### config.mk
export PLATFORM = sky130hd
export DESIGN_NAME = i2c_eeprom_sequential_reader_flat
export DESIGN_NICKNAME = d
export VERILOG_FILES = /design/src/hdl/i2cesr_pkg.sv /design/src/hdl/i2cesr_stream_if.sv /design/src/hdl/i2cesr_core.sv /design/src/hdl/i2cesr_out_reg.sv /design/src/hdl/i2c_eeprom_sequential_reader.sv /design/src/flat_wrapper.sv
export SDC_FILE = /design/constraint.sdc
export NUM_CORES = 1
export LEC_CHECK = 0
export ABC_AREA = 1
export ABC_CLOCK_PERIOD_IN_PS = 2400
export BUFFER_PORTS_ARGS = -buffer_cell sky130_fd_sc_hd__buf_4
export CORE_MARGIN = 2
export CORE_UTILIZATION = 55
export CTS_CLUSTER_SIZE = 12
export DETAILED_ROUTE_END_ITERATION = 7
export GPL_ROUTABILITY_DRIVEN = 0
export GPL_TIMING_DRIVEN = 0
export PLACE_DENSITY = 0.71
export SLEW_MARGIN = 10
export SYNTH_ARGS = -nofsm -noshare
export SYNTH_HDL_FRONTEND = slang
export SYNTH_SLANG_ARGS = --single-unit
### constraint.sdc
create_clock -name clk -period 2.4 [get_ports clk]
set_input_delay 0.12 -clock clk [delete_from_list [all_inputs] [get_ports clk]]
set_output_delay 0.12 -clock clk [all_outputs]
set_load 0.01 [all_outputs]
### src/hdl/i2cesr_pkg.sv
`default_nettype none
package i2cesr_pkg;

	localparam int unsigned TICKS_PER_PHASE_DEF = 1;

	// register indexes on the config port
	localparam logic [1:0] CFG_DEVICE_ADDRESS = 2'd0;
	localparam logic [1:0] CFG_WORD_ADDRESS   = 2'd1;
	localparam logic [1:0] CFG_READ_LENGTH    = 2'd2;

	localparam int unsigned CFG_IDX_W  = 2;
	localparam int unsigned CFG_DATA_W = 8;

	localparam logic [6:0] DEVICE_ADDRESS_RST = 7'h50;
	localparam logic [7:0] WORD_ADDRESS_RST   = 8'h00;
	localparam logic [7:0] READ_LENGTH_RST    = 8'd150;

	// which byte of the addressing sequence is on the wire
	localparam logic [1:0] STG_DEV_WR = 2'd0;
	localparam logic [1:0] STG_WORD   = 2'd1;
	localparam logic [1:0] STG_DEV_RD = 2'd2;

	typedef enum logic [14:0] {
		PH_IDLE      = 15'h0001,
		PH_ST_HIGH   = 15'h0002,
		PH_ST_FALL   = 15'h0004,
		PH_WR_LOW    = 15'h0008,
		PH_WR_HIGH   = 15'h0010,
		PH_WACK_LOW  = 15'h0020,
		PH_WACK_HIGH = 15'h0040,
		PH_RD_LOW    = 15'h0080,
		PH_RD_HIGH   = 15'h0100,
		PH_MACK_LOW  = 15'h0200,
		PH_MACK_HIGH = 15'h0400,
		PH_SP_LOW    = 15'h0800,
		PH_SP_HIGH   = 15'h1000,
		PH_SP_END    = 15'h2000,
		PH_RS_LOW    = 15'h4000
	} phase_t;

	typedef struct packed {
		logic       action;
		logic [7:0] page;
		logic       sda_in;
	} tick_item_t;

	typedef struct packed {
		logic       scl;
		logic       sda_out;
		logic       sda_drive;
		logic       byte_valid;
		logic [7:0] read_byte;
		logic       last_byte;
		logic       busy_res;
		logic       done_res;
		logic       nack_seen;
	} bus_result_t;

	function automatic logic [7:0] write_byte(input logic [1:0] stg, input logic [6:0] dev,
			input logic [7:0] word);
		logic [7:0] b;
		case (stg)
			STG_DEV_WR: b = {dev, 1'b0};
			STG_WORD:   b = word;
			default:    b = {dev, 1'b1};
		endcase
		return b;
	endfunction

endpackage
`default_nettype wire

### src/hdl/i2cesr_stream_if.sv
`default_nettype none
interface i2cesr_stream_if #(
	parameter type payload_t = logic
);
	logic     valid;
	logic     ready;
	payload_t data;

	modport source (output valid, output data, input ready);
	modport sink (input valid, input data, output ready);
endinterface
`default_nettype wire

### src/hdl/i2cesr_core.sv
`default_nettype none
module i2cesr_core import i2cesr_pkg::*; #(
	parameter int unsigned TICKS_PER_PHASE = TICKS_PER_PHASE_DEF
) (
	input  wire logic                  clk,
	input  wire logic                  arst_n,
	input  wire logic                  cfg_wr_en,
	input  wire logic [CFG_IDX_W-1:0]  cfg_index,
	input  wire logic [CFG_DATA_W-1:0] cfg_data,
	input  wire logic                  step,
	input  wire tick_item_t            item,
	output bus_result_t                res
);
	localparam int unsigned TW = $clog2(TICKS_PER_PHASE + 1);

	logic [6:0] dev_addr_q;
	logic [7:0] word_addr_q;
	logic [7:0] rd_len_q;

	phase_t        phase_q, phase_d;
	logic [TW-1:0] tick_q, tick_d;
	logic [2:0]    bit_q, bit_d;
	logic [1:0]    stage_q, stage_d;
	logic [7:0]    sh_q, sh_d;
	logic [8:0]    rem_q, rem_d;
	logic          pzero_q, pzero_d;
	logic          nack_q, nack_d;

	always_ff @(posedge clk or negedge arst_n) begin
		if (!arst_n) begin
			dev_addr_q  <= DEVICE_ADDRESS_RST;
			word_addr_q <= WORD_ADDRESS_RST;
			rd_len_q    <= READ_LENGTH_RST;
		end else if (cfg_wr_en) begin
			case (cfg_index)
				CFG_DEVICE_ADDRESS: dev_addr_q  <= cfg_data[6:0];
				CFG_WORD_ADDRESS:   word_addr_q <= cfg_data;
				CFG_READ_LENGTH:    rd_len_q    <= cfg_data;
				default: ;
			endcase
		end
	end

	always_comb begin
		logic          busy;
		logic          is_end;
		logic          is_last;
		logic [TW-1:0] tick_inc;

		phase_d = phase_q;
		tick_d  = tick_q;
		bit_d   = bit_q;
		stage_d = stage_q;
		sh_d    = sh_q;
		rem_d   = rem_q;
		pzero_d = pzero_q;
		nack_d  = nack_q;
		res     = '0;
		res.scl = 1'b1;

		if (item.action && phase_q == PH_IDLE) begin
			pzero_d = (item.page == 8'd0);
			nack_d  = 1'b0;
			stage_d = STG_DEV_WR;
			tick_d  = '0;
			phase_d = PH_ST_HIGH;
		end

		busy     = (phase_d != PH_IDLE);
		tick_inc = tick_d + TW'(1);
		is_end   = (tick_inc >= TW'(TICKS_PER_PHASE));
		is_last  = (rem_d == 9'd1);
		if (busy)
			tick_d = is_end ? '0 : tick_inc;

		case (phase_d)
			PH_IDLE: ;
			PH_ST_HIGH: begin
				res.sda_drive = 1'b1; res.sda_out = 1'b1;
				if (is_end) phase_d = PH_ST_FALL;
			end
			PH_ST_FALL: begin
				res.sda_drive = 1'b1;
				if (is_end) begin
					sh_d    = write_byte(stage_d, dev_addr_q, word_addr_q);
					bit_d   = '0;
					phase_d = PH_WR_LOW;
				end
			end
			PH_WR_LOW: begin
				res.scl = 1'b0; res.sda_drive = 1'b1; res.sda_out = sh_d[7];
				if (is_end) phase_d = PH_WR_HIGH;
			end
			PH_WR_HIGH: begin
				res.sda_drive = 1'b1; res.sda_out = sh_d[7];
				if (is_end) begin
					sh_d = {sh_d[6:0], 1'b0};
					if (bit_d != 3'd7) begin
						bit_d   = bit_d + 3'd1;
						phase_d = PH_WR_LOW;
					end else begin
						phase_d = PH_WACK_LOW;
					end
				end
			end
			PH_WACK_LOW: begin
				res.scl = 1'b0;
				if (is_end) phase_d = PH_WACK_HIGH;
			end
			PH_WACK_HIGH: begin
				if (is_end) begin
					if (item.sda_in) nack_d = 1'b1;
					if (stage_d == STG_DEV_WR && pzero_d) begin
						stage_d = STG_WORD;
						sh_d    = write_byte(STG_WORD, dev_addr_q, word_addr_q);
						bit_d   = '0;
						phase_d = PH_WR_LOW;
					end else if (stage_d != STG_DEV_RD) begin
						stage_d = STG_DEV_RD;
						phase_d = PH_RS_LOW;
					end else begin
						// zero length wraps to 256 bytes
						rem_d   = (rd_len_q == 8'd0) ? 9'd256 : {1'b0, rd_len_q};
						bit_d   = '0;
						sh_d    = '0;
						phase_d = PH_RD_LOW;
					end
				end
			end
			PH_RS_LOW: begin
				res.scl = 1'b0; res.sda_drive = 1'b1; res.sda_out = 1'b1;
				if (is_end) phase_d = PH_ST_HIGH;
			end
			PH_RD_LOW: begin
				res.scl = 1'b0;
				if (is_end) phase_d = PH_RD_HIGH;
			end
			PH_RD_HIGH: begin
				if (is_end) begin
					sh_d = {sh_d[6:0], item.sda_in};
					if (bit_d != 3'd7) begin
						bit_d   = bit_d + 3'd1;
						phase_d = PH_RD_LOW;
					end else begin
						res.byte_valid = 1'b1;
						res.read_byte  = sh_d;
						res.last_byte  = is_last;
						phase_d        = PH_MACK_LOW;
					end
				end
			end
			PH_MACK_LOW: begin
				res.scl = 1'b0; res.sda_drive = 1'b1; res.sda_out = is_last;
				if (is_end) phase_d = PH_MACK_HIGH;
			end
			PH_MACK_HIGH: begin
				res.sda_drive = 1'b1; res.sda_out = is_last;
				if (is_end) begin
					if (is_last || rem_d == 9'd0) begin
						phase_d = PH_SP_LOW;
					end else begin
						rem_d   = rem_d - 9'd1;
						bit_d   = '0;
						sh_d    = '0;
						phase_d = PH_RD_LOW;
					end
				end
			end
			PH_SP_LOW: begin
				res.scl = 1'b0; res.sda_drive = 1'b1;
				if (is_end) phase_d = PH_SP_HIGH;
			end
			PH_SP_HIGH: begin
				res.sda_drive = 1'b1;
				if (is_end) phase_d = PH_SP_END;
			end
			PH_SP_END: begin
				res.sda_drive = 1'b1; res.sda_out = 1'b1;
				if (is_end) begin
					res.done_res = 1'b1;
					phase_d      = PH_IDLE;
				end
			end
			default: begin
				// corrupt phase code: behave as idle
				busy    = 1'b0;
				tick_d  = tick_q;
				phase_d = PH_IDLE;
			end
		endcase

		res.busy_res  = busy;
		res.nack_seen = nack_d;
	end

	always_ff @(posedge clk or negedge arst_n) begin
		if (!arst_n) begin
			phase_q <= PH_IDLE;
			tick_q  <= '0;
			bit_q   <= '0;
			stage_q <= STG_DEV_WR;
			sh_q    <= '0;
			rem_q   <= '0;
			pzero_q <= 1'b0;
			nack_q  <= 1'b0;
		end else if (step) begin
			phase_q <= phase_d;
			tick_q  <= tick_d;
			bit_q   <= bit_d;
			stage_q <= stage_d;
			sh_q    <= sh_d;
			rem_q   <= rem_d;
			pzero_q <= pzero_d;
			nack_q  <= nack_d;
		end
	end

endmodule
`default_nettype wire

### src/hdl/i2cesr_out_reg.sv
`default_nettype none
module i2cesr_out_reg import i2cesr_pkg::*; (
	input  wire logic        clk,
	input  wire logic        arst_n,
	input  wire logic        load,
	input  wire bus_result_t res,
	output logic             can_load,
	i2cesr_stream_if.source  out_ch
);
	logic        valid_q;
	bus_result_t data_q;

	// slot frees up in the same cycle the held result transfers
	assign can_load = !valid_q || out_ch.ready;

	always_ff @(posedge clk or negedge arst_n) begin
		if (!arst_n) begin
			valid_q <= 1'b0;
		end else if (can_load) begin
			valid_q <= load;
		end
	end

	always_ff @(posedge clk) begin
		if (load && can_load) begin
			data_q <= res;
		end
	end

	assign out_ch.valid = valid_q;
	assign out_ch.data  = data_q;

endmodule
`default_nettype wire

### src/hdl/i2c_eeprom_sequential_reader.sv
`default_nettype none
// I2C master for sequential reads from a serial EEPROM.
// in_ch carries tick items {action, page, sda_in}; action=1 while idle starts a
// transaction (start, device write address, word address when page is zero,
// repeated start, device read address, read_length bytes, stop). Every other
// item advances the bus by one tick; a bit phase lasts TICKS_PER_PHASE ticks.
// out_ch carries exactly one result per tick item: pin levels for scl/sda,
// any byte completed on that tick, and busy/done/nack status.
// cfg_wr_en/cfg_index/cfg_data write device_address (0), word_address (1)
// and read_length (2); write only while idle.
// The result is registered and valid in the cycle after the input transfer.
// One item per cycle while the receiver does not stall; the whole phase
// update is one pass through the phase sequencer into the result register.
// Reset: phase goes idle, config registers return to 0x50 / 0x00 / 150,
// output register empties.
// Receiver stall: one result is held; in_ch.ready drops until it transfers,
// so no result is lost and the sequencer does not advance.
module i2c_eeprom_sequential_reader import i2cesr_pkg::*; #(
	parameter int unsigned TICKS_PER_PHASE = TICKS_PER_PHASE_DEF
) (
	input  wire logic                  clk,
	input  wire logic                  arst_n,
	input  wire logic                  cfg_wr_en,
	input  wire logic [CFG_IDX_W-1:0]  cfg_index,
	input  wire logic [CFG_DATA_W-1:0] cfg_data,
	i2cesr_stream_if.sink              in_ch,
	i2cesr_stream_if.source            out_ch
);
	bus_result_t res;
	logic        can_load;
	logic        step;

	// an item transfers whenever the result slot is free or being drained
	assign in_ch.ready = can_load;
	assign step        = in_ch.valid && can_load;

	i2cesr_core #(
		.TICKS_PER_PHASE(TICKS_PER_PHASE)
	) u_core (
		.clk      (clk),
		.arst_n   (arst_n),
		.cfg_wr_en(cfg_wr_en),
		.cfg_index(cfg_index),
		.cfg_data (cfg_data),
		.step     (step),
		.item     (in_ch.data),
		.res      (res)
	);

	i2cesr_out_reg u_out (
		.clk     (clk),
		.arst_n  (arst_n),
		.load    (step),
		.res     (res),
		.can_load(can_load),
		.out_ch  (out_ch)
	);

`ifndef ASSERT_OFF
	// no input transfer while a held result is stalled
	a_no_overrun: assert property (@(posedge clk) disable iff (!arst_n)
		!(in_ch.valid && in_ch.ready && out_ch.valid && !out_ch.ready))
		else $error("input transfer with stalled result");
	// every input transfer shows up as a result next cycle
	a_one_result: assert property (@(posedge clk) disable iff (!arst_n)
		(in_ch.valid && in_ch.ready) |=> out_ch.valid)
		else $error("result missing after input transfer");
	// stop completion only reported while a transaction runs
	a_done_busy: assert property (@(posedge clk) disable iff (!arst_n)
		(out_ch.valid && out_ch.data.done_res) |-> out_ch.data.busy_res)
		else $error("done without busy");
	// last marker and byte data only with a byte
	a_byte_fields: assert property (@(posedge clk) disable iff (!arst_n)
		(out_ch.valid && !out_ch.data.byte_valid) |->
		(!out_ch.data.last_byte && out_ch.data.read_byte == 8'd0))
		else $error("byte fields set without byte_valid");
`endif

endmodule
`default_nettype wire

### src/flat_wrapper.sv
// flat-port wrapper written by rule: the top's interface ports become plain ports
module i2c_eeprom_sequential_reader_flat import i2cesr_pkg::*;
#(
	parameter int unsigned TICKS_PER_PHASE = TICKS_PER_PHASE_DEF
)
  (clk, arst_n, cfg_wr_en, cfg_index, cfg_data, in_ch_valid, in_ch_data, in_ch_ready, out_ch_valid, out_ch_data, out_ch_ready);
  i2cesr_stream_if #(.payload_t(tick_item_t)) in_ch_i ();
  i2cesr_stream_if #(.payload_t(bus_result_t)) out_ch_i ();
  input  wire logic clk;
  input  wire logic arst_n;
  input  wire logic cfg_wr_en;
  input  wire logic [CFG_IDX_W-1:0] cfg_index;
  input  wire logic [CFG_DATA_W-1:0] cfg_data;
  input wire logic [$bits(in_ch_i.valid)-1:0] in_ch_valid;
  input wire logic [$bits(in_ch_i.data)-1:0] in_ch_data;
  output wire logic [$bits(in_ch_i.ready)-1:0] in_ch_ready;
  output wire logic [$bits(out_ch_i.valid)-1:0] out_ch_valid;
  output wire logic [$bits(out_ch_i.data)-1:0] out_ch_data;
  input wire logic [$bits(out_ch_i.ready)-1:0] out_ch_ready;
  assign in_ch_i.valid = in_ch_valid;
  assign in_ch_i.data = in_ch_data;
  assign in_ch_ready = in_ch_i.ready;
  assign out_ch_valid = out_ch_i.valid;
  assign out_ch_data = out_ch_i.data;
  assign out_ch_i.ready = out_ch_ready;
  i2c_eeprom_sequential_reader #(.TICKS_PER_PHASE(TICKS_PER_PHASE)) u_core (.clk(clk), .arst_n(arst_n), .cfg_wr_en(cfg_wr_en), .cfg_index(cfg_index), .cfg_data(cfg_data), .in_ch(in_ch_i), .out_ch(out_ch_i));
endmodule
Word level (Yosys, flattened, before mapping)
Cells that the tools add are included.

Flip-flop bits (word level): 80. Output and inout bits: 18.

Muxes and demuxes: 65. Eq/ne operators: 34. $add $sub $neg: 3. Bitwise logic cells: 2. Reductions and logical operators: 31. Magnitude comparators: 1.

Operator list (number): 2-to-1 mux 15 bit (17); case mux 15 bit (15 select lines) (1); 2-to-1 mux 8 bit (8); 2-to-1 mux 9 bit (6); case mux 8 bit (5 select lines) (1); equality test 15 x 1 -> 1 bit, second input constant (2); 2-to-1 mux 3 bit (8); 2-to-1 mux 10 bit (2); != test 2 bit, second input constant (9); case mux 9 bit (2 select lines) (1); AND reduction 9 bit (2); zero test 8 bit (2); case mux 8 bit (2 select lines) (1); equality test 15 x 10 -> 1 bit, second input constant (1); equality test 15 x 11 -> 1 bit, second input constant (1); equality test 15 x 12 -> 1 bit, second input constant (1); equality test 15 x 13 -> 1 bit, second input constant (1); equality test 15 x 14 -> 1 bit, second input constant (1); equality test 15 bit, second input constant (1); equality test 15 x 2 -> 1 bit, second input constant (1); equality test 15 x 3 -> 1 bit, second input constant (1); equality test 15 x 4 -> 1 bit, second input constant (1); equality test 15 x 5 -> 1 bit, second input constant (1); equality test 15 x 6 -> 1 bit, second input constant (1); other kinds (35) (65).

Longest topological paths before layout
Gate-level depths: netlist of run 1.

Depth in word-level cells: 8. Gate-level depth with buffers: 14.

Cells and area by module
From an unflattened synthesis of run 1, not the netlist that was laid out.

Cell total of the unflattened synthesis: 619. Area, all modules: 4822.1 µm².

By module, submodules not included: i2cesr_core (area each 4289.1 µm², seq. area each 1585.3 µm², times used 1, cells an instance 595); i2cesr_out_reg (area each 525.5 µm², seq. area each 505.5 µm², times used 1, cells an instance 22); i2c_eeprom_sequential_reader (area each 7.5 µm², seq. area each 0.0 µm², times used 1, cells an instance 2).

Worst setup path after synthesis of run 1
No wires, ideal clock.

Kind: register -> register. Start point: register u_core.u_out.valid_q, in the netlist u_core.u_out.out_ch.valid. End point: register u_core.u_out.data_q (netlist bit u_core.u_out.out_ch.data[0]), enable pin. Arrival: 1.620 ns. Path slack: 0.394 ns. Clock period less this slack: 2.006 ns. Cell stages (with the launch flop): 6. Setup time: 0.386 ns. Cell sequence: dfrtp_1 nand2_1 nand2_1 clkbuf_1 inv_1 clkbuf_1.

Word-level cells in the longest chain between the ends: 4.

RTL lines: from (decl) (line i2cesr_out_reg.sv:10) `logic valid_q;`; from (signal assigned) (line i2cesr_out_reg.sv:20) `valid_q <= load;`; zero test 1 bit (line i2cesr_out_reg.sv:14) `assign can_load = !valid_q || out_ch.ready;`; logical OR 1 bit (line i2cesr_out_reg.sv:14); via in_ch_ready (line flat_wrapper.sv:16) `output wire logic [$bits(in_ch_i.ready)-1:0] in_ch_ready;`; logical AND 1 bit (line i2c_eeprom_sequential_reader.sv:35) `assign step = in_ch.valid && can_load;`; via u_core.step (line i2c_eeprom_sequential_reader.sv:31) `logic step;`; logical AND 1 bit (line i2cesr_out_reg.sv:25) `if (load && can_load) begin`; to (signal assigned) (line i2cesr_out_reg.sv:26) `data_q <= res;`; to (decl) (line i2cesr_out_reg.sv:11) `bus_result_t data_q;`.

The timed path passes the listed nets, and every way through them passes these cells. A chain may end at the register's enable or synchronous reset.

==> metrics.txt, run 1 <==
Crit. path cell count 10; status complete, no violations; drt drc 0; fin crit share 0.949; worst hold path depth 3; drt first pass iters 6; Slowest-stage cell, CP clkbuf_1; Peak Freq approximately 0.44 GHz; RR Startpoint u_core.u_core.phase_q[14]$_DFFE_PN0P_; post-route ant nets 0; worst path bufs/invs 5; CTS root buf clkbuf_8; leading cell type in the layout, fill and taps excluded nand2_1; post-detail-place hpwl 8910 µm; Final #Nets between 700 and 800; Worst setup startpoint u_core.u_core.phase_q[14]$_DFFE_PN0P_; RSZ-0062 raised after global routing false; drt first-iter violations 391; Die Width 96.6 µm; max-cap viol count 0; total global-route track usage 0.275; Critical Path Max Stage Delay 0.46 ns; DR vias 4424; WL per Instance 15.2 µm; Slew @ Worst Pin approximately 0.8 ns; first-pass GRT wire length 20900 µm; num ports 43; antenna cells 0; Final min period 2.28 ns; Hold Crit Start cfg_data[7]; Syn Inst Count 640; Post-Route WL 12200 µm; CTS buffer count 9; CTS H-tree lvls 3; CP endpoint kind register; clk_skew 0.0134 ns; synth unique cells 42; Max-Slew Margin vs Limit 0.453; Hold Slack 0.0198 ns; Peak supply drop 0.325 mV; CTS Buffer Depth 2; Worst Hold Class in -> reg; Ys Warns 0; number of global-route vias before repair around 4.3k; Via density approximately 5.5; Seq/Total Area, Yosys 0.443; CP cell instances buf_2 > inv_1 > nand2_4 > nor2_1 > nand2_1 > buf_2 > clkbuf_1 > nand2_1 > inv_1 > o2111ai_1; Worst Path Class, Setup reg -> reg; Core ar. 8260 µm²; clk sinks 80; area delta synth->final 14.5%; Syn Nets ~670; CP delay by family, top buffers and inverters; initial antenna violation count 0; fillers 746; Slew Viols, Final 0; Avg Synthesized Cell Area 7.37 µm²; Static Leak 0.00274 µW; power per cell area 720 nW/µm²; GRT overflow 0; setup TNS 0 ns; die area 9340 µm²; critical path required time ~2.5 ns; TritonCTS clock tree yes; Worst-Skew Late Latency 0.37 ns; Critical Path Start Type register; worst-case reg-to-reg path depth 10; layout cells sized above 1 0.153; Reg clk slew, reported paths 0.08 ns; largest net degree at the start of global routing 65; setup violators final 0; Die Height 96.6 µm; IO Port Bufs 42; crit-path max FO 10; Starting Density 0.572; Post-Syn Area 4720 µm²; num rows 33; final hold vios 0; number of synthesized register bits 80; most frequent cells in the layout 190 x nand2_1, 78 x inv_1, 60 x nor2_1; CP arrival 2.36 ns
cell usage after synthesis:
| cell type | instances | area (µm²) |
|---|---|---|
| a21boi_0 | 1 | 7.51 |
| a21oi_1 | 6 | 30.0 |
| a21oi_2 | 1 | 8.76 |
| a22o_1 | 1 | 8.76 |
| a22oi_1 | 1 | 7.51 |
| a31o_2 | 1 | 8.76 |
| a31oi_1 | 1 | 6.26 |
| buf_1 | 1 | 3.75 |
| buf_2 | 3 | 15.0 |
| buf_6 | 3 | 33.8 |
| clkbuf_1 | 8 | 30.0 |
| dfrtp_1 | 57 | 1430 |
| dfstp_2 | 7 | 184 |
| edfxtp_1 | 16 | 480 |
| ha_1 | 4 | 50.1 |
| inv_1 | 78 | 293 |
| inv_2 | 4 | 15.0 |
| nand2_1 | 190 | 713 |
| nand2_2 | 5 | 31.3 |
| nand2_4 | 4 | 45.0 |
| nand3_1 | 53 | 265 |
| nand3_2 | 3 | 30.0 |
| nand3b_1 | 2 | 15.0 |
| nand4_1 | 7 | 43.8 |
| nand4_2 | 1 | 12.5 |
| nor2_1 | 62 | 233 |
| nor2_2 | 5 | 31.3 |
| nor2_4 | 8 | 90.1 |
| nor2_8 | 1 | 20.0 |
| nor3_1 | 14 | 70.1 |
| nor3b_1 | 1 | 7.51 |
| nor4_1 | 2 | 12.5 |
| o2111ai_1 | 1 | 8.76 |
| o211ai_1 | 2 | 15.0 |
| o21a_1 | 2 | 15.0 |
| o21ai_0 | 56 | 280 |
| o21ai_1 | 18 | 90.1 |
| o22ai_1 | 1 | 6.26 |
| o31ai_1 | 3 | 22.5 |
| o32ai_1 | 1 | 8.76 |
| xnor2_1 | 1 | 8.76 |
| xor2_1 | 4 | 35.0 |
cell type report:
type,instances,area (µm²),area share
repair buffers,44,333,0.0616
well taps,105,131,0.0243
flip-flops and latches,80,2090,0.387
clock inverters,7,77.6,0.0144
inverters,82,308,0.0569
plain buffers,15,83.8,0.0155
clock buffers,9,124,0.0229
multi-input cells,463,2260,0.418
kinds of logic (layout without fill, tap and decap cells):
kind of cell	Yosys count	after routing	share of synthesized area
fa+ha+maj	4	4	0.0106
buf+inv	97	157	0.0827
compound gates	96	96	0.111
xor+xnor	5	5	0.00928
simple gates	358	358	0.343
flops	80	80	0.443
registers in the layout, summed over array words and instances (netlist names):
signal	count
u_core.u_core.bit_q	3
u_core.u_core.dev_addr_q	7
u_core.u_core.nack_q	1
u_core.u_core.phase_q	15
u_core.u_core.pzero_q	1
u_core.u_core.rd_len_q	8
u_core.u_core.rem_q	9
u_core.u_core.sh_q	8
u_core.u_core.stage_q	2
u_core.u_core.tick_q	1
u_core.u_core.word_addr_q	8
u_core.u_out.out_ch.data	16
u_core.u_out.out_ch.valid	1
worst paths after layout:
kind / endpoint / slack [ns]
worst min-delay path: u_core.u_core.rd_len_q[7]$_DFFE_PN1P_ / 0.02
max in group asynchronous: u_core.u_core.word_addr_q[0]$_DFFE_PN0P_ / 1.47
worst max-delay path: u_core.u_out.out_ch.data[14]$_DFFE_PP_ / 0.12
worst min register to register: u_core.u_core.dev_addr_q[5]$_DFFE_PN0P_ / 0.50
worst max register to register: u_core.u_out.out_ch.data[14]$_DFFE_PP_ / 0.12
min in group asynchronous: u_core.u_core.phase_q[13]$_DFFE_PN0P_ / 0.39
stage by stage:
step / total power, µW / utilization / instances / instance area, µm² / setup slack, ns
finish: 3890 / 0.655 / 805 / 5410 / 0.121
global route: 4140 / 0.655 / 805 / 5410 / 0.00793
CTS: 3880 / 0.651 / 804 / 5380 / 0.0848
detailed placement: 2860 / 0.626 / 787 / 5170 / -0.0797
global placement: 2830 / 0.626 / 787 / 5170 / -0.0532
floorplan: 2500 / - / 640 / 4720 / 0.394
worst reg2reg max path: cells and delay by family, from the launching register on:
| family | cells | cell delay [ns] |
|---|---|---|
| buffers and inverters | 5 | 1.17 |
| DFF | 1 | 0.33 |
| and+or+nand+nor | 4 | 0.37 |
| AOI/OAI and AO/OA | 1 | 0.13 |
power by group:
group	switching, µW	internal [µW]	total (µW)
clock network	538	490	1030
logic	701	376	1080
registers	167	1620	1790
timing repair:
| action | CTS | global route |
|---|---|---|
| hold buffers | 1 | 0 |
| cloned | 0 | 0 |
| setup buffers | 0 | 1 |
| hold endpoints to repair | 57 | 0 |
| endpoints found under the setup margin | 22 | 21 |
| gates resized for setup | 1 | 4 |
| pin swaps | 0 | 1 |
routing by layer:
metal  global-route usage  share of wire  up-vias
met5                    0              0        -
met4                0.109          0.027        0
met3               0.0412          0.063       35
met2                0.442           0.48      144
met1                0.375           0.43     2063
li1                     -              -     2182
No activity file was read; power rests on OpenSTA's default activity.
==> inputs of run 2 (changes only) <==
--- a/config.mk
+++ b/config.mk
@@ -5,7 +5,6 @@
 export SDC_FILE = /design/constraint.sdc
 export NUM_CORES = 1
 export LEC_CHECK = 0
-export ABC_AREA = 1
 export ABC_CLOCK_PERIOD_IN_PS = 2400
 export BUFFER_PORTS_ARGS = -buffer_cell sky130_fd_sc_hd__buf_4
 export CORE_MARGIN = 2
==> metrics.txt, run 2 <==
die area 9180 µm² (-1.7%); placed cell count 605 (-23%); total global-route track usage 0.291 (+0.0160); synth unique cells 81 (+93%); CP endpoint kind register; max reg flops 16 (unchanged); Critical Path Start Type register; clk_skew 0.0146 ns (+0.00123 ns); Setup WS pre-CTS -0.349 ns (-0.269 ns); initial antenna violation count 0 (unchanged); Die Height 95.8 µm (-0.83%); Peak supply drop 0.469 mV (+44%); Final WS setup 0.0293 ns (-0.0919 ns); leading cell type in the layout, fill and taps excluded buf_4; Starting Density 0.567 (-0.00418); Max-Slew Margin vs Limit 0.307 (-0.146); max-cap viol count 0 (unchanged); Peak Freq 0.422 GHz (-3.9%); drt first-iter violations 409 (+4.6%); Post-Route WL 13100 µm (+7.0%); clk sinks 80 (unchanged); Via density 6.57 (+20%); final hold vios 0 (unchanged); power per cell area 778 nW/µm² (+8.1%); DR vias 4273 (-3.4%); Commonest cells post-synth 57 x dfrtp_1, 37 x nand2_1, 37 x nor2_1; asr flop ratio synth 0.800 (unchanged); most frequent CP cell buf_4; CP arrival 2.60 ns (+0.24 ns); Slew @ Worst Pin 1.04 ns (+0.217 ns); CTS H-tree lvls 3 (unchanged); status complete, no violations; Worst-Skew Late Latency 0.36 ns (about the same); CTS Buffer Depth 2 (unchanged); WL per Instance 20.1 µm (+33%); Post-Layout Cell Count 650 (-19%); most frequent cells in the layout 80 x buf_4, 55 x dfrtp_1, 36 x nor2_1; CTS root buf clkbuf_8; Worst Path Class, Setup reg -> reg; Slew Viols, Final 0 (unchanged); CP delay by family, top simple AND/OR/NAND/NOR gates; Syn Nets 487 (-27%); TritonCTS clock tree yes; Final #Nets 569 (-21%); post-detail-place hpwl 8630 µm (-3.1%); layout cells sized above 1 0.343 (+0.190); post-route ant nets 0 (unchanged); Worst Hold Class in -> reg; CTS buffer count 9 (unchanged); antenna cells 0 (unchanged); first-pass GRT wire length 20100 µm (-3.7%); Post-Syn Area 4640 µm² (-1.7%); Core ar. 8180 µm² (-1.0%); worst path bufs/invs 4 (-1); Ys Warns 0 (unchanged); Avg Synthesized Cell Area 10.1 µm² (+37%); largest net degree at the start of global routing 65 (unchanged); critical path required time 2.63 ns (+0.15 ns); drt first pass iters 7 (+1); Syn Inst Count 458 (-28%); Most used DFF post-synth dfrtp_1; top cell type's share of synthesized area 0.308 (+0.00530); leading area contributor after synthesis dfrtp_1; fin crit share 0.988 (+0.0383); number of synthesized register bits 80 (unchanged); crit-path max FO 10 (unchanged); num ports 43 (unchanged); CP cell instances buf_6 > nor4_4 > buf_4 > buf_4 > nand4_4 > nand2_1 > buf_4 > nand2_1 > a211oi_2 > a21oi_1; GRT overflow 0 (unchanged); num rows 33 (unchanged); Crit. path cell count 10 (unchanged); worst-case reg-to-reg path depth 10 (unchanged); EDFF count, synth 16 (unchanged); Static Leak 0.00247 µW (-10%); number of global-route vias before repair 4030 (-5.8%); area delta synth->final 25.8%; drt drc 0 (unchanged); setup violators final 0 (unchanged); most frequent cell after synthesis dfrtp_1; worst hold path depth 2 (-1); IO Port Bufs 42 (unchanged); Slowest-stage cell, CP dfrtp_1; Die Width 95.8 µm (-0.83%); Reg clk slew, reported paths 0.09 ns (about the same); synth top area cells dfrtp_1 31%, edfxtp_1 10%, mux2_2 6.3%; Critical Path Max Stage Delay 0.40 ns (-0.06 ns); Final min period 2.37 ns (+0.0919 ns); Seq/Total Area, Yosys 0.451 (+0.00777)
==> run 2: cell count changes in the layout (fill, tap and decap cells not counted), moves of 7 or more <==
| cell | previous run | this run |
|---|---|---|
| nor2_4 | 9 | 2 |
| inv_1 | 78 | 12 |
| nand3_1 | 53 | 9 |
| o21ai_0 | 56 | 9 |
| nor2_1 | 60 | 36 |
| and2_1 | 0 | 9 |
| nand2_1 | 190 | 35 |
| mux2_2 | 0 | 26 |
| a222oi_1 | 0 | 7 |
| buf_4 | 43 | 80 |
| nand2b_1 | 0 | 9 |
| nor4_1 | 2 | 10 |
==> run 2: timing repair <==
item	CTS	global route
pin swaps	10	14
cloned	0	0
gates resized for setup	24	50
hold buffers	4	0
setup endpoints to repair	43	45
endpoints found under the hold margin	61	0
buffers inserted	13	17
==> run 2: final timing paths <==
path	slack, ns	end	startpoint
setup / recovery	0.03	u_core.u_core.phase_q[7]$_DFFE_PN0P_	u_core.u_core.phase_q[10]$_DFFE_PN0P_
hold / removal	0.01	u_core.u_core.word_addr_q[5]$_DFFE_PN0P_	cfg_data[5]
setup reg to reg	0.03	u_core.u_core.phase_q[7]$_DFFE_PN0P_	u_core.u_core.phase_q[10]$_DFFE_PN0P_
hold reg to reg	0.52	u_core.u_core.word_addr_q[6]$_DFFE_PN0P_	u_core.u_core.word_addr_q[6]$_DFFE_PN0P_
max in group asynchronous	1.46	u_core.u_core.phase_q[4]$_DFFE_PN0P_	arst_n
min in group asynchronous	0.38	u_core.u_core.phase_q[1]$_DFFE_PN0P_	arst_n
==> run 2: per-stage QoR <==
stage | setup TNS [ns] | utilization | hold WS [ns] | total power [µW] | area [µm²]
detailed placement | -7.63 | 0.622 | 0.264 | 3020 | 5080
global route | -0.110 | 0.713 | 0.000165 | 4750 | 5830
finish | 0 | 0.713 | 0.0140 | 4540 | 5830
floorplan | 0 | - | -0.176 | 2640 | 4640
global placement | -6.95 | 0.622 | 0.265 | 3000 | 5080
CTS | -0.0272 | 0.681 | 0.00640 | 4330 | 5560
==> run 2: area by class of cell <==
type	instances	area (µm²)
Clock buffer	9	124
Inverter	14	53.8
Fill cell	624	2340
Timing Repair Buffer	75	577
Buffer	25	168
Tap cell	105	131
Clock inverter	7	111
Multi-Input combinational cell	335	2570
Sequential cell	80	2090
==> run 2: where the power goes <==
group | switching [µW] | internal [µW] | leakage (µW) | total, µW
Combinational | 894 | 686 | 0.00139 | 1580
Sequential | 169 | 1620 | 0.000965 | 1790
Clock | 564 | 608 | 0.000118 | 1170
Total | 1630 | 2910 | 0.00247 | 4540
==> run 2: worst register-to-register path, delay by kind of cell, from the launching register on <==
kind | cells | cell delay (ns)
buffers and inverters | 4 | 0.70
AOI/OAI and AO/OA | 2 | 0.44
DFF | 1 | 0.40
and+or+nand+nor | 4 | 0.71
==> run 2: cell families (layout without fill, tap and decap cells) <==
group | count (synthesis) | in the layout | share of synthesized area
simple gates | 179 | 179 | 0.226
compound gates | 112 | 112 | 0.179
flops | 80 | 80 | 0.451
buf+inv | 43 | 130 | 0.0418
mux | 31 | 31 | 0.0742
xor+xnor | 9 | 9 | 0.0170
fa+ha+maj | 4 | 4 | 0.0108
==> run 2: layer usage <==
layer  share of wire  wire length (µm)  global-route usage
met4           0.046               607               0.161
met2            0.49              6350               0.467
met5               0                 0                   0
met3           0.084              1100              0.0697
met1            0.38              5020               0.360
==> inputs of run 3 (changes only) <==
--- a/config.mk
+++ b/config.mk
@@ -13,7 +13,7 @@
 export DETAILED_ROUTE_END_ITERATION = 7
 export GPL_ROUTABILITY_DRIVEN = 0
 export GPL_TIMING_DRIVEN = 0
-export PLACE_DENSITY = 0.71
+export PLACE_DENSITY = 0.81
 export SLEW_MARGIN = 10
 export SYNTH_ARGS = -nofsm -noshare
 export SYNTH_HDL_FRONTEND = slang
==> metrics.txt, run 3 (synthesis gave the netlist of run 2 again) <==
status finished, violations left; failing checks setup timing; Final WS setup -0.0581 ns (-0.0874 ns); Slew Viols, Final 0 (unchanged); CTS Buffer Depth 2 (unchanged); Peak supply drop 0.474 mV (+1.1%); crit-path max FO 6 (-4); Die Height 95.8 µm (unchanged); Post-Route WL 13800 µm (+5.4%); max reg flops 16 (unchanged); crit path to u_core.u_core.phase_q[7]$_DFFE_PN0P_; Hold Crit Start cfg_data[2]; Static Leak 0.00248 µW (+0.34%); drt drc 0 (unchanged); critical path required time 2.67 ns (+0.04 ns); IO Port Bufs 42 (unchanged); Slew @ Worst Pin 1.09 ns (+0.0519 ns); drt first-iter violations 526 (+29%); Die Width 95.8 µm (unchanged); largest net degree at the start of global routing 65 (unchanged); Via density 6.83 (+3.8%); CTS H-tree lvls 3 (unchanged); num ports 43 (unchanged); FF-to-FF setup slack -0.06 ns (-0.09 ns); fin area 5830 µm² (about the same); Peak Freq 0.407 GHz (-3.6%); DR vias 4457 (+4.3%); CP endpoint kind register; area delta synth->final 25.7% (about the same); RSZ-0062 raised after global routing true; power per cell area 750 nW/µm² (-3.6%); Util after Layout 0.713 (about the same); Worst-Skew Late Latency 0.37 ns (about the same); first-pass GRT wire length 20700 µm (+2.7%); CP arrival 2.73 ns (+0.13 ns); CTS root buf clkbuf_8; max-cap viol count 0 (unchanged); layout cells sized above 1 0.343 (about the same); antenna cells 0 (unchanged); WL per Instance 21.1 µm (+5.0%); DP Area 5080 µm² (unchanged); number of global-route vias before repair 4115 (+2.1%); leading cell type in the layout, fill and taps excluded buf_4; GRT overflow 0 (unchanged); total global-route track usage 0.296 (+0.00516); RR Startpoint u_core.u_core.phase_q[4]$_DFFE_PN0P_; worst-case reg-to-reg path depth 7 (-3); Reg clk slew, reported paths 0.09 ns (about the same); Worst Hold Class in -> reg; Max-Slew Margin vs Limit 0.272 (-0.0347); Critical R2R Capture u_core.u_core.phase_q[7]$_DFFE_PN0P_; clk sinks 80 (unchanged); setup violators final 1 (+1); Critical Path Start Type register; Worst Path Class, Setup reg -> reg; initial antenna violation count 0 (unchanged); post-detail-place hpwl 8770 µm (+1.5%); num rows 33 (unchanged); post-route ant nets 0 (unchanged); TritonCTS clock tree yes; drt first pass iters 5 (-2); fillers 559 (-10%); Final #Nets 572 (+0.53%); fin crit share 1.02 (+0.0364); most frequent cells in the layout 73 x buf_4, 55 x dfrtp_1, 36 x nor2_1, 36 x nand2_1, 26 x mux2_2; die area 9180 µm² (unchanged); Core ar. 8180 µm² (unchanged); CTS buffer count 9 (unchanged); final hold vios 0 (unchanged); Final min period 2.46 ns (+0.0874 ns); Worst setup startpoint u_core.u_core.phase_q[4]$_DFFE_PN0P_; Starting Density 0.567 (unchanged); clk_skew 0.0112 ns (-0.00335 ns)
-- run 3: cell count changes in the layout (fill, tap and decap cells not counted), sizes merged --
cell and delta:
buf +2, bufinv -2, clkinvlp +1, dlygate4sd3 +2
-- run 3: stage by stage --
stage | hold slack, ns | worst slack [ns] | power (µW) | std cells | setup TNS (ns)
after floorplan | -0.176 | 0.181 | 2640 | 458 | 0
after global placement | 0.265 | -0.181 | 2980 | 605 | -4.23
after detailed placement | 0.269 | -0.259 | 3030 | 605 | -6.13
after CTS | 0.00355 | 0.000487 | 4120 | 639 | 0
after global routing | 0.00258 | -0.0739 | 4570 | 653 | -0.505
final | 0.0172 | -0.0581 | 4370 | 653 | -0.0581
-- run 3: repair_timing --
item / in CTS / in global routing
hold endpoints to repair: 64 / 0
endpoints found under the setup margin: 42 / 46
pin swaps: 9 / 19
hold buffers: 6 / 0
buffers inserted: 13 / 17
resized for setup: 20 / 58
-- run 3: how the worst min path moves through the flow --
stage | end | slack (ns) | depth (start not counted)
finish | u_core.u_core.dev_addr_q[2]$_DFFE_PN0P_ | 0.02 | 2
global route | u_core.u_core.word_addr_q[2]$_DFFE_PN0P_ | 0.003 | 2
CTS | u_core.u_core.dev_addr_q[2]$_DFFE_PN0P_ | 0.004 | 2
detailed placement | u_core.u_out.out_ch.valid$_DFFE_PN0N_ | 0.27 | 1
global placement | u_core.u_out.out_ch.valid$_DFFE_PN0N_ | 0.27 | 1
floorplan | u_core.u_core.bit_q[0]$_DFFE_PN0P_ | -0.18 | 0
-- run 3: per-layer routing --
layer	global-route usage	wire, µm
met3	0.0736	1340
met4	0.140	751
met5	0	0
met2	0.472	6580
met1	0.377	5130
-- run 3: power by group --
group / total [µW] / internal, µW / switching (µW)
combinational: 1610 / 698 / 912
sequential: 1790 / 1620 / 177
clock: 967 / 419 / 548
total: 4370 / 2730 / 1640
-- run 3: critical path: stages, from the launching register on --
cell	delay, ns
dfrtp_2	0.47
or4_1	0.53
buf_4	0.20
nor4_1	0.57
a21oi_1	0.16
nand4_1	0.13
nand3_1	0.09
a21oi_1	0.23
-- run 3: layout make-up --
cell class | count | area (µm²) | share of cell area
clock inverters | 6 | 51.3 | 0.00880
plain buffers | 25 | 189 | 0.0324
flip-flops and latches | 80 | 2090 | 0.359
repair buffers | 78 | 612 | 0.105
well taps | 105 | 131 | 0.0225
inverters | 14 | 56.3 | 0.00966
multi-input cells | 335 | 2560 | 0.439
clock buffers | 10 | 138 | 0.0236
